**src/rtl/core/dep_pkg.sv**
```systemverilog
package dep_pkg;

    localparam int DATA_W   = 32;
    localparam int KIND_W   = 3;
    localparam int STATUS_W = 2;
    localparam int COUNT_W  = 7;
    localparam int CAPACITY = 64;

    typedef enum logic [KIND_W-1:0] {
        KIND_INSERT     = 3'd0,
        KIND_PEEK_MIN   = 3'd1,
        KIND_REMOVE_MIN = 3'd2,
        KIND_PEEK_MAX   = 3'd3,
        KIND_REMOVE_MAX = 3'd4,
        KIND_COUNT      = 3'd5,
        KIND_CLEAR      = 3'd6
    } t_kind;

    typedef enum logic [STATUS_W-1:0] {
        ST_OK    = 2'd0,
        ST_VALUE = 2'd1,
        ST_ERROR = 2'd2,
        ST_COUNT = 2'd3
    } t_status;

    // broadcast to every cell
    typedef struct packed {
        logic                     insert;
        logic                     shift_down;
        logic signed [DATA_W-1:0] value;
    } t_cell_ctl;

endpackage

```
**src/rtl/core/dep_cell.sv**
```systemverilog
module dep_cell (
    input  logic                             i_clk,
    input  dep_pkg::t_cell_ctl               i_ctl,
    input  logic                             i_live,
    input  logic signed [dep_pkg::DATA_W-1:0] i_prev_val,
    input  logic                             i_prev_lt,
    input  logic signed [dep_pkg::DATA_W-1:0] i_next_val,
    output logic signed [dep_pkg::DATA_W-1:0] o_val,
    output logic                             o_lt
);

    logic signed [dep_pkg::DATA_W-1:0] r_val;
    logic signed [dep_pkg::DATA_W-1:0] n_val;

    // new word belongs at or below this cell
    assign o_lt = !i_live || (i_ctl.value < r_val);
    assign o_val = r_val;

    always_comb begin
        n_val = r_val;
        if (i_ctl.insert) begin
            if (o_lt) begin
                n_val = i_prev_lt ? i_prev_val : i_ctl.value;
            end
        end else if (i_ctl.shift_down) begin
            n_val = i_next_val;
        end
    end

    always_ff @(posedge i_clk) begin
        r_val <= n_val;
    end

endmodule

```
**config.mk**
```make
export PLATFORM = sky130hd
export DESIGN_NAME = dep_cell
export DESIGN_NICKNAME = d
export VERILOG_FILES = /design/src/rtl/core/dep_pkg.sv /design/src/rtl/core/dep_cell.sv
export SDC_FILE = /design/constraint.sdc
export NUM_CORES = 1
export LEC_CHECK = 0
export ABC_AREA = 1
export BUFFER_PORTS_ARGS = -buffer_cell sky130_fd_sc_hd__buf_4
export CAP_MARGIN = 20
export CORE_MARGIN = 3
export CORE_UTILIZATION = 41
export DETAILED_ROUTE_END_ITERATION = 10
export GPL_ROUTABILITY_DRIVEN = 0
export PLACE_DENSITY = 0.9
export SYNTH_ARGS = -nofsm -noshare
export SYNTH_HDL_FRONTEND = slang
export SYNTH_SLANG_ARGS = --single-unit
```
**constraint.sdc**
```tcl
create_clock -name i_clk -period 3 [get_ports i_clk]
set_input_delay 0.9 -clock i_clk [delete_from_list [all_inputs] [get_ports i_clk]]
set_output_delay 0.9 -clock i_clk [all_outputs]
set_load 0.02 [all_outputs]
```
==> results_dict.tcl <==
set metrics [dict create \
    vdd_ir_drop_max_mv 0.1953 \
    violations "setup timing" \
    ys_warn_count 0 \
    maxClockFrequency_ghz 0.3213 \
    clockBufferDepth 2 \
    routedWlPerCell_um 14.85 \
    cts_max_level 2 \
    dieArea_um2 6932 \
    placed_area_um2 3550 \
    fp-row-count 27 \
    synthTopCellsByArea "edfxtp_1 39%, ha_1 16%, o21ai_0 13%" \
    drc_errors 0 \
    rr_endpoint "o_val[18]" \
    vias 2671 \
    overflow 0 \
    cellPowerDensity_nw_per_um2 393.4 \
    io_pins 134 \
    async_reset_ff_share_pct 0 \
    dp_hpwl_um 5635 \
    final_cell_mix "137 x buf_4, 63 x nand2_1, 62 x o21ai_0" \
    io_buffers 133 \
    hold_viol 0 \
    clk_latency_ns 0.28 \
    syn_nets 446 \
    ant_nets 0 \
    path_max_fanout 2 \
    path_clk_slew_ns 0.07 \
    ys_ff_latch 32 \
    synth_edf_count 32 \
    wirelength_um 7768 \
    antenna_cells 0 \
    whs_endpoint "o_val[19]" \
    p_leak_nw 1.874 \
    min_from "i_next_val[19]" \
    syn_inst 314 \
    grt_max_degree 35 \
    slew_viol_final 0 \
    yosysTopAreaCell "edfxtp_1" \
    cts_buffers 5 \
    finalCritPeriodShare_pct 103.8 \
    r2r-start "o_val[23]" \
    critPathCaptureType "primary output" \
    yosysSeqAreaShare_pct 39.26 \
    fin_area_um2 3857 \
    die_x_um 83.26 \
    maxCapViolCount 0 \
    core_area_um2 5642 \
    setup_viol 1 \
    timing.critical_path.from_type "primary input" \
    grt_antenna_before_repair 0 \
    largest_register_ff_count 32 \
    worst_slack_ns -0.1127 \
    grt_pass1_wl_um 12970 \
    synth_flop_cell "edfxtp_1" \
    firstDrtPassIters 4 \
    critPathKind "in -> out" \
    viasPerCell 5.107 \
    syn_area_per_cell_um2 7.794 \
    min_period_ns 3.113 \
    die_h_um 83.26 \
    grt_util_all_layers_pct 22.95 \
    initial_utilization_pct 43.38 \
    worstPathArrival_ns 2.21 \
    netlist_area_um2 2447 \
    area_delta_synth_final_pct 57.62 \
    synth_top_area_share_pct 39.26 \
    hp-class "in -> reg" \
    ff2ff_setup_slack_ns 0.71 \
    rsz0062_at_grt "true" \
    cts_tree "built" \
    min_path_cells 3 \
    status "finished with violations" \
    ys_types 18 \
    n_fill_cell 468 \
    nets 582 \
    worst_slew_pin_slew_ns 0.3538 \
    post-place-ws_ns -0.1644 \
    mostFrequentLayoutCell "buf_4" \
    reg2regPathDepth 14 \
    worstPathRequired_ns 2.10 \
    drive_gt1_share_pct 39.91 \
    grt_pass1_vias 2816 \
    finClkSkew_ns 0.003562 \
    slew_headroom_pct 76.41 \
    cts-root-buf "clkbuf_8" \
    cts_sinks 32 \
    first_iter_violations 112 \
]
[repair_timing]
item	4_1_cts	5_1_grt
resized for setup	18	8
hold buffers	0	0
setup buffers	1	0
setup endpoints to repair	1	1
pin swaps	16	3
[synth_stat cells (2+ instances only)]
cell,number
o21ai_0,64
clkbuf_1,10
nand3_1,2
nand3_2,2
nor2_1,39
nor3_2,2
nand2_1,66
edfxtp_1,32
o21ai_1,4
inv_1,42
a21oi_1,11
ha_1,31
a21oi_2,4
[worst max-delay path by stage]
stage | slack [ns] | cells past startpoint | startpoint | endpoint
2_1_floorplan | 0.20 | 9 | i_ctl[21] | o_lt
3_3_place_gp | -0.12 | 13 | i_ctl[5] | o_lt
3_5_place_dp | -0.16 | 13 | i_ctl[5] | o_lt
4_1_cts | -0.08 | 11 | i_ctl[21] | o_lt
5_1_grt | -0.19 | 11 | i_ctl[21] | o_lt
6_report | -0.11 | 10 | i_ctl[23] | o_lt
[logic make-up (layout without fill, tap and decap cells)]
family                   count (synthesis)  in the layout  synth area share, %
adder cells (fa/ha/maj)                 31             31                15.85
AND/OR/NAND/NOR                        113            113                18.66
flip-flops                              32             32                39.26
buffers and inverters                   54            191                8.333
AO/OA/AOI/OAI                           84             84                17.89
[critical path, stage by stage]
cell and delay, ns:
buf_4 0.12, ha_1 0.29, nand2_1 0.09, nor2_2 0.15, nand4_1 0.14, nor2_2 0.14, nand2_2 0.06, nand3_1 0.08
nand3_2 0.10, buf_6 0.14
[through the flow]
step / instances / power, mW / hold WS, ns / utilization [%] / TNS, ns
2_1_floorplan: 314 / 0.8723 / 1.091 / - / 0
3_3_place_gp: 513 / 1.119 / 1.160 / 62.92 / -0.1163
3_5_place_dp: 513 / 1.144 / 1.183 / 62.92 / -0.1644
4_1_cts: 522 / 1.513 / 0.8825 / 67.44 / -0.07534
5_1_grt: 523 / 1.623 / 0.8914 / 68.37 / -0.1854
6_report: 523 / 1.517 / 0.8913 / 68.37 / -0.1127
[power breakdown]
| group | total [mW] | internal (mW) | switching, mW |
|---|---|---|---|
| registers | 0.586 | 0.560 | 0.0257 |
| logic | 0.608 | 0.292 | 0.316 |
| clock network | 0.323 | 0.157 | 0.166 |
| total | 1.52 | 1.01 | 0.508 |
[routing by layer]
metal  vias to the layer above  global-route usage [%]  wire length [um]
li1                       1320                       -                 -
met1                      1218                   25.11              2815
met2                       115                   42.57              4232
met3                        18                   5.258               533
met4                         0                   8.767               186
met5                         -                       0                 0
[cell type report]
cell class | count | area, um^2 | share of cell area, %
inverters | 42 | 157.7 | 4.087
flip-flops and latches | 32 | 960.9 | 24.91
multi-input cells | 228 | 1468 | 38.05
well taps | 72 | 90.09 | 2.335
repair buffers | 141 | 1099 | 28.48
clock inverters | 3 | 13.76 | 0.3568
clock buffers | 5 | 68.82 | 1.784
(Power assumes the default switching activity.)
